==> src/krt_pkg.sv <==
`timescale 1ns / 1ps
`default_nettype none

package krt_pkg;

   localparam int SLOT_COUNT = 16;
   localparam int IDX_W      = $clog2(SLOT_COUNT);
   localparam int CNT_W      = $clog2(SLOT_COUNT + 1);
   localparam int KEY_W      = 8;
   localparam int DATA_W     = 56;
   localparam int USED_W     = 5;
   localparam int LIMIT_W    = 5;
   localparam int EXT_W      = CNT_W + USED_W;
   localparam logic [LIMIT_W-1:0] LIMIT_RESET = 5'd10;

   typedef enum logic [1:0] {
      OP_INSERT = 2'd0,
      OP_REMOVE = 2'd1,
      OP_LOOKUP = 2'd2,
      OP_UNUSED = 2'd3
   } opcode_type;

   typedef enum logic [1:0] {
      ST_DONE = 2'd0,
      ST_FULL = 2'd1,
      ST_MISS = 2'd2,
      ST_ZERO = 2'd3
   } status_type;

   // controller to datapath
   typedef struct packed {
      logic load;
      logic step;
      logic read;
      logic finish;
   } cmd_type;

   // datapath to controller
   typedef struct packed {
      logic need_scan;
      logic scan_last;
      logic out_busy;
   } stat_type;

endpackage

`default_nettype wire

==> src/krt_ctrl.sv <==
`timescale 1ns / 1ps
`default_nettype none

module krt_ctrl (
   input  wire logic              clock,
   input  wire logic              reset,
   input  wire logic              req_tvalid,
   output logic                   req_tready,
   input  wire krt_pkg::stat_type stat,
   output krt_pkg::cmd_type       cmd
);

   typedef enum logic [1:0] {
      S_IDLE,
      S_SCAN,
      S_READ,
      S_FINISH
   } state_type;

   state_type state_ff, state_in;
   logic      ready_ff, ready_in;

   always_comb begin
      state_in   = state_ff;
      ready_in   = ready_ff;
      cmd.load   = 1'b0;
      cmd.step   = 1'b0;
      cmd.read   = 1'b0;
      cmd.finish = 1'b0;
      case (state_ff)
         S_IDLE: begin
            if (req_tvalid && ready_ff) begin
               cmd.load = 1'b1;
               ready_in = 1'b0;
               state_in = S_SCAN;
            end
         end
         S_SCAN: begin
            if (!stat.need_scan) begin
               state_in = S_FINISH;
            end else begin
               cmd.step = 1'b1;
               if (stat.scan_last) begin
                  state_in = S_READ;
               end
            end
         end
         S_READ: begin
            cmd.read = 1'b1;
            state_in = S_FINISH;
         end
         S_FINISH: begin
            // hold until the output register is free
            if (!stat.out_busy) begin
               cmd.finish = 1'b1;
               ready_in   = 1'b1;
               state_in   = S_IDLE;
            end
         end
         default: begin
            state_in = S_IDLE;
            ready_in = 1'b1;
         end
      endcase
   end

   always_ff @(posedge clock) begin
      if (reset) begin
         state_ff <= S_IDLE;
         ready_ff <= 1'b1;
      end else begin
         state_ff <= state_in;
         ready_ff <= ready_in;
      end
   end

   assign req_tready = ready_ff;

endmodule

`default_nettype wire

==> src/krt_dp.sv <==
`timescale 1ns / 1ps
`default_nettype none

module krt_dp (
   input  wire logic                          clock,
   input  wire logic                          reset,
   input  wire logic [1:0]                    req_opcode,
   input  wire logic [krt_pkg::KEY_W-1:0]     req_key,
   input  wire logic [krt_pkg::DATA_W-1:0]    req_payload,
   input  wire logic                          csr_write,
   input  wire logic [krt_pkg::LIMIT_W-1:0]   csr_limit,
   input  wire krt_pkg::cmd_type              cmd,
   output krt_pkg::stat_type                  stat,
   output logic                               rsp_valid,
   input  wire logic                          rsp_ready,
   output logic [1:0]                         rsp_status,
   output logic [krt_pkg::DATA_W-1:0]         rsp_payload,
   output logic [krt_pkg::USED_W-1:0]         rsp_used,
   output logic                               rsp_full
);

   // request capture
   logic [1:0]                    op_ff;
   logic [krt_pkg::KEY_W-1:0]     key_ff;
   logic [krt_pkg::DATA_W-1:0]    pay_ff;

   // table: keys in flops (cleared at reset), record bytes in memory
   logic [krt_pkg::KEY_W-1:0]     keys_ff [krt_pkg::SLOT_COUNT];
   logic [krt_pkg::DATA_W-1:0]    mem [krt_pkg::SLOT_COUNT];
   logic [krt_pkg::DATA_W-1:0]    rd_ff;

   // scan state
   logic [krt_pkg::IDX_W-1:0]     idx_ff;
   logic [krt_pkg::IDX_W-1:0]     slot_ff;
   logic                          hit_ff;
   logic [krt_pkg::CNT_W-1:0]     hits_ff;

   logic [krt_pkg::CNT_W-1:0]     count_ff, count_in;
   logic [krt_pkg::LIMIT_W-1:0]   limit_ff;

   logic                          out_valid_ff;
   logic [1:0]                    out_status_ff, out_status_in;
   logic [krt_pkg::DATA_W-1:0]    out_pay_ff, out_pay_in;
   logic [krt_pkg::USED_W-1:0]    out_used_ff;
   logic                          out_full_ff;

   logic [krt_pkg::KEY_W-1:0]     cur_key;
   logic                          cur_match, cur_free;
   logic                          is_full;
   logic                          do_insert;
   logic [krt_pkg::EXT_W-1:0]     count_ext, new_ext, limit_ext;

   assign cur_key   = keys_ff[idx_ff];
   assign cur_match = (cur_key == key_ff);
   assign cur_free  = (cur_key == '0);

   assign count_ext = {{krt_pkg::USED_W{1'b0}}, count_ff};
   assign limit_ext = {{krt_pkg::CNT_W{1'b0}}, limit_ff};
   assign is_full   = (count_ext >= limit_ext) || !hit_ff;

   assign stat.need_scan = (key_ff != '0) && (op_ff != krt_pkg::OP_UNUSED);
   assign stat.scan_last = (idx_ff == krt_pkg::IDX_W'(krt_pkg::SLOT_COUNT - 1));
   assign stat.out_busy  = out_valid_ff && !rsp_ready;

   // commit decision
   always_comb begin
      count_in      = count_ff;
      out_status_in = krt_pkg::ST_DONE;
      out_pay_in    = '0;
      do_insert     = 1'b0;
      if (key_ff == '0) begin
         out_status_in = krt_pkg::ST_ZERO;
      end else begin
         case (op_ff)
            krt_pkg::OP_INSERT: begin
               if (is_full) begin
                  out_status_in = krt_pkg::ST_FULL;
               end else begin
                  do_insert = 1'b1;
                  count_in  = krt_pkg::CNT_W'(count_ff + 1'b1);
               end
            end
            krt_pkg::OP_REMOVE: begin
               if (hits_ff == '0) begin
                  out_status_in = krt_pkg::ST_MISS;
               end
               count_in = (hits_ff > count_ff) ? '0 : krt_pkg::CNT_W'(count_ff - hits_ff);
            end
            krt_pkg::OP_LOOKUP: begin
               if (hit_ff) begin
                  out_pay_in = rd_ff;
               end else begin
                  out_status_in = krt_pkg::ST_MISS;
               end
            end
            default: begin
               out_status_in = krt_pkg::ST_DONE;
            end
         endcase
      end
   end

   assign new_ext = {{krt_pkg::USED_W{1'b0}}, count_in};

   // control registers
   always_ff @(posedge clock) begin
      if (reset) begin
         for (int i = 0; i < krt_pkg::SLOT_COUNT; i++) begin
            keys_ff[i] <= '0;
         end
         count_ff     <= '0;
         limit_ff     <= krt_pkg::LIMIT_RESET;
         out_valid_ff <= 1'b0;
         idx_ff       <= '0;
         hit_ff       <= 1'b0;
         hits_ff      <= '0;
      end else begin
         if (csr_write) begin
            limit_ff <= csr_limit;
         end
         if (cmd.load) begin
            idx_ff  <= '0;
            hit_ff  <= 1'b0;
            hits_ff <= '0;
         end
         if (cmd.step) begin
            idx_ff <= krt_pkg::IDX_W'(idx_ff + 1'b1);
            case (op_ff)
               krt_pkg::OP_INSERT: begin
                  if (cur_free && !hit_ff) begin
                     hit_ff <= 1'b1;
                  end
               end
               krt_pkg::OP_REMOVE: begin
                  if (cur_match) begin
                     keys_ff[idx_ff] <= '0;
                     hits_ff         <= krt_pkg::CNT_W'(hits_ff + 1'b1);
                  end
               end
               krt_pkg::OP_LOOKUP: begin
                  if (cur_match && !hit_ff) begin
                     hit_ff <= 1'b1;
                  end
               end
               default: begin
                  hit_ff <= hit_ff;
               end
            endcase
         end
         if (cmd.finish) begin
            count_ff     <= count_in;
            out_valid_ff <= 1'b1;
            if (do_insert) begin
               keys_ff[slot_ff] <= key_ff;
            end
         end else if (out_valid_ff && rsp_ready) begin
            out_valid_ff <= 1'b0;
         end
      end
   end

   // payload registers
   always_ff @(posedge clock) begin
      if (cmd.load) begin
         op_ff  <= req_opcode;
         key_ff <= req_key;
         pay_ff <= req_payload;
      end
      if (cmd.step && !hit_ff) begin
         if (((op_ff == krt_pkg::OP_INSERT) && cur_free) ||
             ((op_ff == krt_pkg::OP_LOOKUP) && cur_match)) begin
            slot_ff <= idx_ff;
         end
      end
      if (cmd.read) begin
         rd_ff <= mem[slot_ff];
      end
      if (cmd.finish && do_insert) begin
         mem[slot_ff] <= pay_ff;
      end
      if (cmd.finish) begin
         out_status_ff <= out_status_in;
         out_pay_ff    <= out_pay_in;
         out_used_ff   <= new_ext[krt_pkg::USED_W-1:0];
         out_full_ff   <= (new_ext >= limit_ext);
      end
   end

   assign rsp_valid   = out_valid_ff;
   assign rsp_status  = out_status_ff;
   assign rsp_payload = out_pay_ff;
   assign rsp_used    = out_used_ff;
   assign rsp_full    = out_full_ff;

endmodule

`default_nettype wire

==> src/keyed_record_table.sv <==
// Insert, remove and lookup scan all 16 slots, then do one memory read and one commit;
//   key zero or the unused opcode skips the scan and read. The key flops are scanned one
//   slot per cycle. No new request beat is taken until the last request commits; a
//   response waiting in the output register does not block the next request beat but
//   holds its commit. Reset is synchronous, active high: every slot is freed at once,
//   the used count clears and the capacity limit returns to 10.
`timescale 1ns / 1ps
`default_nettype none

module keyed_record_table (
   input  wire logic        clock,
   input  wire logic        reset,

   // request channel
   input  wire logic        req_tvalid,
   output logic             req_tready,
   // key[7:0], year_in[15:8], course1_id_in[23:16], course1_grade_in[31:24],
   // course2_id_in[39:32], course2_grade_in[47:40], course3_id_in[55:48],
   // course3_grade_in[63:56]
   input  wire logic [63:0] req_tdata,
   // opcode[1:0]
   input  wire logic [1:0]  req_tuser,

   // response channel
   output logic             rsp_tvalid,
   input  wire logic        rsp_tready,
   // year_out[7:0], course1_id_out[15:8], course1_grade_out[23:16],
   // course2_id_out[31:24], course2_grade_out[39:32], course3_id_out[47:40],
   // course3_grade_out[55:48], used_count[60:56], full_flag[61], zero[63:62]
   output logic [63:0]      rsp_tdata,
   // status[1:0]
   output logic [1:0]       rsp_tuser,

   // capacity limit write channel
   input  wire logic        csr_valid,
   output logic             csr_ready,
   input  wire logic [4:0]  csr_data
);

   krt_pkg::cmd_type                   cmd;
   krt_pkg::stat_type                  stat;
   logic [krt_pkg::DATA_W-1:0]         rsp_payload;
   logic [krt_pkg::USED_W-1:0]         rsp_used;
   logic                               rsp_full;

   // the limit register takes a write beat in any cycle
   assign csr_ready = 1'b1;

   // sequencer: accept, scan, read, commit
   krt_ctrl u_ctrl (
      .clock      (clock),
      .reset      (reset),
      .req_tvalid (req_tvalid),
      .req_tready (req_tready),
      .stat       (stat),
      .cmd        (cmd)
   );

   // table, counters and output register
   krt_dp u_dp (
      .clock       (clock),
      .reset       (reset),
      .req_opcode  (req_tuser),
      .req_key     (req_tdata[7:0]),
      .req_payload (req_tdata[63:8]),
      .csr_write   (csr_valid),
      .csr_limit   (csr_data),
      .cmd         (cmd),
      .stat        (stat),
      .rsp_valid   (rsp_tvalid),
      .rsp_ready   (rsp_tready),
      .rsp_status  (rsp_tuser),
      .rsp_payload (rsp_payload),
      .rsp_used    (rsp_used),
      .rsp_full    (rsp_full)
   );

   // pack the response beat, pad the top two bits
   assign rsp_tdata = {2'b00, rsp_full, rsp_used, rsp_payload};

endmodule

`default_nettype wire
==> config.mk <==
export PLATFORM = sky130hd
export DESIGN_NAME = keyed_record_table
export DESIGN_NICKNAME = d
export VERILOG_FILES = /design/src/krt_pkg.sv /design/src/krt_ctrl.sv /design/src/krt_dp.sv /design/src/keyed_record_table.sv
export SDC_FILE = /design/constraint.sdc
export NUM_CORES = 1
export LEC_CHECK = 0
export ABC_AREA = 1
export BUFFER_PORTS_ARGS = -buffer_cell sky130_fd_sc_hd__buf_2
export CORE_MARGIN = 2
export CORE_UTILIZATION = 46
export CTS_BUF_LIST = sky130_fd_sc_hd__clkbuf_4
export CTS_CLUSTER_DIAMETER = 50
export DETAILED_ROUTE_END_ITERATION = 7
export MAX_ROUTING_LAYER = met4
export PLACE_DENSITY = 0.67
export SLEW_MARGIN = 20
export SYNTH_ARGS = -nofsm -noshare
export SYNTH_HDL_FRONTEND = slang
export SYNTH_SLANG_ARGS = --single-unit
export TNS_END_PERCENT = 100
==> constraint.sdc <==
create_clock -name clock -period 5.58 [get_ports clock]
set_clock_uncertainty 0.05 [all_clocks]
set_input_delay 1.116 -clock clock [delete_from_list [all_inputs] [get_ports clock]]
set_output_delay 1.116 -clock clock [all_outputs]
set_load 0.02 [all_outputs]
==> results of run 1 <==
-- per-layer routing --
layer | routed length [um] | vias to the layer above | global-route usage (%)
li1 | - | 12800 | -
met1 | 46400 | 13900 | 28.6
met2 | 53900 | 1231 | 33.9
met3 | 8050 | 187 | 4.23
met4 | 2510 | 0 | 7.67
met5 | 0 | - | -
-- registers in the layout, indices dropped and copies added, names as in the netlist, 8 cells and up, named ones only --
name / cells
u_dp.keys_ff: 128
u_dp.key_ff: 8
u_dp.pay_ff: 56
u_dp.mem: 896
u_dp.rd_ff: 56
u_dp.rsp_payload: 56
-- worst max-delay path: stages, from the launching register on --
cell,delay (ns)
dfxtp_2,0.48
inv_2,0.75
nand2_1,0.13
nand2_1,0.10
nand2_1,0.05
nand3_1,0.09
nand3_1,0.15
nand2_1,0.13
nand2_1,0.05
nand2_1,0.05
nand2_1,0.08
nor2_4,0.22
nand3_4,0.15
nand2_4,0.35
nand4_2,0.29
nand2_1,0.39
-- Yosys cell counts, types with 6 or more instances --
| master | instances | area, um^2 |
|---|---|---|
| or4_1 | 56 | 420 |
| dfxtp_1 | 28 | 561 |
| inv_1 | 170 | 638 |
| nand4_1 | 9 | 56.3 |
| nand4_2 | 7 | 87.6 |
| buf_6 | 6 | 67.6 |
| o21ai_1 | 6 | 30.0 |
| ha_1 | 23 | 288 |
| nand4_4 | 10 | 213 |
| nor2_2 | 15 | 93.8 |
| a21oi_1 | 250 | 1250 |
| o21ai_0 | 39 | 195 |
| buf_1 | 16 | 60.1 |
| clkbuf_1 | 128 | 480 |
| edfxtp_1 | 1214 | 36500 |
| o211ai_1 | 6 | 45.0 |
| nor2_1 | 245 | 920 |
| a22oi_1 | 449 | 3370 |
| nand2_1 | 278 | 1040 |
| buf_2 | 14 | 70.1 |
| nand3_1 | 89 | 445 |
-- where the power goes --
part / internal, mW / switching (mW)
Clock: 3.84 / 3.44
Sequential: 10.9 / 0.448
Combinational: 0.280 / 0.829
Total: 15.0 / 4.72
-- area by class of cell --
class / count / area (um^2) / share of cell area, %
repair buffers: 213 / 1490 / 2.79
clock buffers: 447 / 3360 / 6.27
well taps: 1368 / 1710 / 3.20
diodes: 7 / 17.5 / 0.0327
flip-flops and latches: 1242 / 37000 / 69.2
inverters: 177 / 681 / 1.27
multi-input cells: 1510 / 8870 / 16.6
clock inverters: 60 / 352 / 0.657
-- metrics by stage --
step | setup WS, ns | cells | area, um^2
finish | 1.63 | 5024 | 53500
global route | 1.28 | 5023 | 53500
CTS | 1.66 | 5017 | 53500
detailed placement | 1.58 | 4477 | 49400
global placement | 1.64 | 4477 | 49400
floorplan | 0.888 | 3099 | 47100
-- path summary, 6_finish.rpt --
kind                              end       startpoint  cells after the start
hold reg to reg       u_dp.hits_ff[3]  u_dp.hits_ff[3]                      2
setup reg to reg  u_dp.keys_ff[13][6]         register                     15
hold / removal        u_dp.pay_ff[49]    req_tdata[57]                      1
setup / recovery  u_dp.keys_ff[13][6]         register                     15
-- kinds of logic after synthesis --
family,Yosys count
adders and majority gates,24
buffers and inverters,347
DFF,1242
xor gates and xnor gates,7
and+or+nand+nor,717
other,2
AOI/OAI and AO/OA,759
==> results_dict.tcl, run 1 <==
set metrics [dict create \
    total_power_mw 19.7 \
    critPathArrivalTime_ns 4.65 \
    final_cell_mix "edfxtp_1, a22oi_1, clkbuf_4" \
    setup_viol 0 \
    synthCells 3098 \
    synthArstFlopShare_pct 0 \
    synth_cell_type_count 43 \
    fin_util_pct 52.6 \
    tightest_slew_ns 1.05 \
    die_width_um 324 \
    seq_area_frac_synth_pct 78.6 \
    worst_ep_required_time_ns 6.28 \
    fin_crit_sh_pct 70.8 \
    root_buffer "clkbuf_4" \
    synth_edf_count 1214 \
    cts_buffers 326 \
    min_period_ns 3.95 \
    synth_xor_area_share_pct 0.130 \
    ys.flop_type "edfxtp_1" \
    cts.reportedPaths.clkPinSlew_ns 0.06 \
    post_cts_buffers 0 \
    avgSynthCellArea_um2 15.2 \
    crit_path_end_kind "register" \
    routedWlPerCell_um 22.1 \
    power.density_nw_per_um2 369 \
    cts.sinks 1242 \
    cts_tree "built" \
    row_count 117 \
    synth_simple_gate_area_share_pct 7.13 \
    drc 0 \
    synthMuxAreaShare_pct 0 \
    rsz0062_at_grt "false" \
    ant_nets 0 \
    firstDrtPassIters 6 \
    holdCritPathClass "in2reg" \
    hold_viol 0 \
    critPathKind "reg2reg" \
    via_per_inst 5.59 \
    syn_to_final_growth_pct 13.6 \
    start_util_pct 46.3 \
    ir_drop_uv 245 \
    place_congestion 0.861 \
    gr-total-overflow 0 \
    wirelength_um 111000 \
    grt_max_degree 143 \
    synth_top_family_by_area "compound AO/OA/AOI/OAI gates" \
    drive_above_1_share_pct 19.6 \
    nNetsFinal 3570 \
    grt_util_all_layers_pct 21.7 \
    synthAdderAreaFrac_pct 0.653 \
    die_h_um 324 \
    status "finished, final reports clean" \
    mostFrequentLayoutCell "edfxtp_1" \
    drv_slew 0 \
    ios 145 \
    num_vias 28100 \
    synth_area_um2 47100 \
    whs_ns 0.111 \
    dp_hpwl_um 59400 \
    grt_pass1_vias 27600 \
    htree_levels 5 \
    cts_resized 0 \
    antenna_found_initial 4 \
    cts_hold_buf 33 \
    fill_cells 8271 \
    crit_path_start_kind "register" \
    max_freq_mhz 253 \
    synth.ff_latch_count 1242 \
    drt_iter0_markers 2761 \
    leakagePower_nw 18.3 \
    port_buffers 141 \
    cts_buffer_depth 4 \
    path_max_fanout 57 \
    fin_setup_tns_ns 0 \
    slew_headroom_pct 29.9 \
    rrSetupSlack_ns 1.63 \
    ys_warn_count 0 \
    synth_compound_area_share_pct 10.5 \
    die_area_um2 105000 \
    drv_cap 0 \
    clkLatencyLatePin_ns 1.20 \
    grt_pass1_wl_um 166000 \
    coreArea_um2 102000 \
]
(Power assumes the default switching activity.)
==> run 2, diff against run 1 <==
Settings changed: PLACE_DENSITY 0.67 to 0.69.
Clock period 5.58 ns to 3.4 ns, I/O delays scaled along.
==> run 2 against run 1 <==
  * Sequential power rose by 63%
  * Count of clock-buffer cells in the layout rose by 20
  * Sequential share of layout area fell by 2.3 points
  * Core utilization rose by 1.8 points
  * Maximum frequency rose by 25%
  * Worst hold slack improved by 0.056 ns
  * Setup slack got worse by 1.4 ns
  * Critical path type unchanged
  * Largest power group unchanged
  * Highest routed layer unchanged
==> results_dict.tcl, run 2 (same netlist as run 1, synthesis figures left out) <==
set metrics [dict create \
    final_cell_mix "edfxtp_1, clkbuf_4, a22oi_1" \
    ios 145 \
    max_freq_mhz 316 \
    reg.largest.list "u_dp.mem: 896 flops, u_dp.keys_ff: 128 flops" \
    power.density_nw_per_um2 593 \
    fin_area_um2 55300 \
    min_period_ns 3.17 \
    syn_to_final_growth_pct 17.5 \
    die_area_um2 105000 \
    holdCritPathClass "in2reg" \
    wirelength_um 117000 \
    drv_slew 0 \
    nNetsFinal 3708 \
    power_switching_mw 7.86 \
    grt_max_degree 109 \
    port_buffers 141 \
    grt_util_all_layers_pct 22.9 \
    via_per_inst 5.63 \
    gr-total-overflow 0 \
    rsz0062_at_grt "false" \
    ir_drop_uv 470 \
    cts_tree "built" \
    cts.sinks 1242 \
    p_int_mw 25.0 \
    power.share.clock_pct 37.1 \
    cts.reportedPaths.clkPinSlew_ns 0.07 \
    cts_buffer_depth 4 \
    row_count 117 \
    drt_iter0_markers 3387 \
    htree_levels 5 \
    fin_setup_tns_ns 0 \
    switching_share_pct 23.9 \
    drive_above_1_share_pct 21.9 \
    antenna_found_initial 5 \
    fin_crit_sh_pct 93.2 \
    mostFrequentLayoutCell "edfxtp_1" \
    slew_headroom_pct 37.0 \
    top_register "u_dp.mem" \
    start_util_pct 46.3 \
    hold_viol 0 \
    slowest_stage "dfxtp_1" \
    clkLatencyLatePin_ns 1.15 \
    place_congestion 0.874 \
    pwr-share-comb_pct 6.4 \
    largest_register_ffs 896 \
    coreArea_um2 102000 \
    grt_pass1_wl_um 174000 \
    firstDrtPassIters 5 \
    pre_cts_slack_ns 0.185 \
    setup_viol 0 \
    critPathKind "reg2reg" \
    ant_nets 0 \
    p_seq_share_pct 56.5 \
    die_h_um 324 \
    cpPeakStageDelay_ns 0.41 \
    leakagePower_nw 19.2 \
    crit_path_end_kind "register" \
    cts_buffers 321 \
    post_cts_buffers 0 \
    path_max_fanout 17 \
    dp_hpwl_um 63300 \
    die_width_um 324 \
    critPathArrivalTime_ns 3.91 \
    placedInstanceArea_um2 50600 \
    num_vias 29200 \
    fin_util_pct 54.4 \
    path_delay_family "simple AND/OR/NAND/NOR gates" \
    path_common_cell "nor2_2" \
    drc 0 \
    crit_chain "ha_1 -> a21o_1 -> a21oi_1 -> nand4_2 -> nor2_2 -> nand3_2 -> nand2_1 -> o21ai_0 -> nor2_2 -> buf_4 -> nand4_4 -> nand2_2" \
    drv_cap 0 \
    fin_ws_ns 0.231 \
    whs_ns 0.168 \
    tightest_slew_ns 0.943 \
    worst_ep_required_time_ns 4.14 \
    path_buf_inv 1 \
    routedWlPerCell_um 22.4 \
    root_buffer "clkbuf_4" \
    crit_path_start_kind "register" \
    grt_pass1_vias 28800 \
    status "finished, final reports clean" \
]
run 2: cell types whose count changed in the layout (fill, tap and decap cells not counted), sizes merged, moves of 2 or more:
cell	change
diode	+2
clkinv	+2
buf	+90
dlygate4sd3	+53
clkbuf	+20
run 2: power by group through the flow:
stage          Combinational, mW  Sequential, mW  Clock [mW]
2_1_floorplan               1.13            18.7           0
3_3_place_gp                1.98            18.8           0
3_5_place_dp                2.00            18.9           0
4_1_cts                     2.11            18.5        12.4
5_1_grt                     2.33            18.6        13.2
6_report                    2.11            18.6        12.2
run 2: metal layers:
metal	routed length, um	vias to the layer above	GRT usage (%)
met5	0	-	-
met4	2680	0	8.03
met3	9100	235	3.93
met2	56800	1432	35.8
met1	48000	14500	30.3
li1	-	13100	-
run 2: final timing paths:
| path | cells after the start | end | startpoint | slack [ns] |
|---|---|---|---|---|
| setup / recovery | 12 | u_dp.keys_ff[0][7] | u_dp.count_ff[4] | 0.23 |
| hold / removal | 2 | u_dp.pay_ff[33] | req_tdata[41] | 0.17 |
| setup reg to reg | 12 | u_dp.keys_ff[0][7] | u_dp.count_ff[4] | 0.23 |
| hold reg to reg | 0 | u_dp.slot_ff[1] | u_dp.idx_ff[1] | 0.41 |
run 2: cell type report:
type / count / area (um^2)
multi-input cells: 1510 / 8900
clock inverters: 61 / 324
repair buffers: 356 / 3190
flip-flops and latches: 1242 / 37000
clock buffers: 467 / 3510
diodes: 9 / 22.5
well taps: 1368 / 1710
inverters: 177 / 681
fillers: 8130 / 46400
run 2: worst reg2reg max path, delay by kind of cell (launching register included):
family | cells | cell delay, ns
AO/OA/AOI/OAI | 3 | 0.50
adder cells (fa/ha/maj) | 1 | 0.29
buffers and inverters | 1 | 0.20
flip-flops | 1 | 0.41
AND/OR/NAND/NOR | 7 | 1.41
run 2: through the flow:
stage / cells / power, mW
2_1_floorplan: 3099 / 19.8
3_3_place_gp: 4567 / 20.8
3_5_place_dp: 4567 / 20.9
4_1_cts: 5181 / 33.1
5_1_grt: 5190 / 34.2
6_report: 5190 / 32.8
run 2: what timing repair did:
item                       4_1_cts  5_1_grt
hold buffers                    86        0
hold endpoints to repair        83        0
gates resized for setup          0       11
setup endpoints to repair        0       50
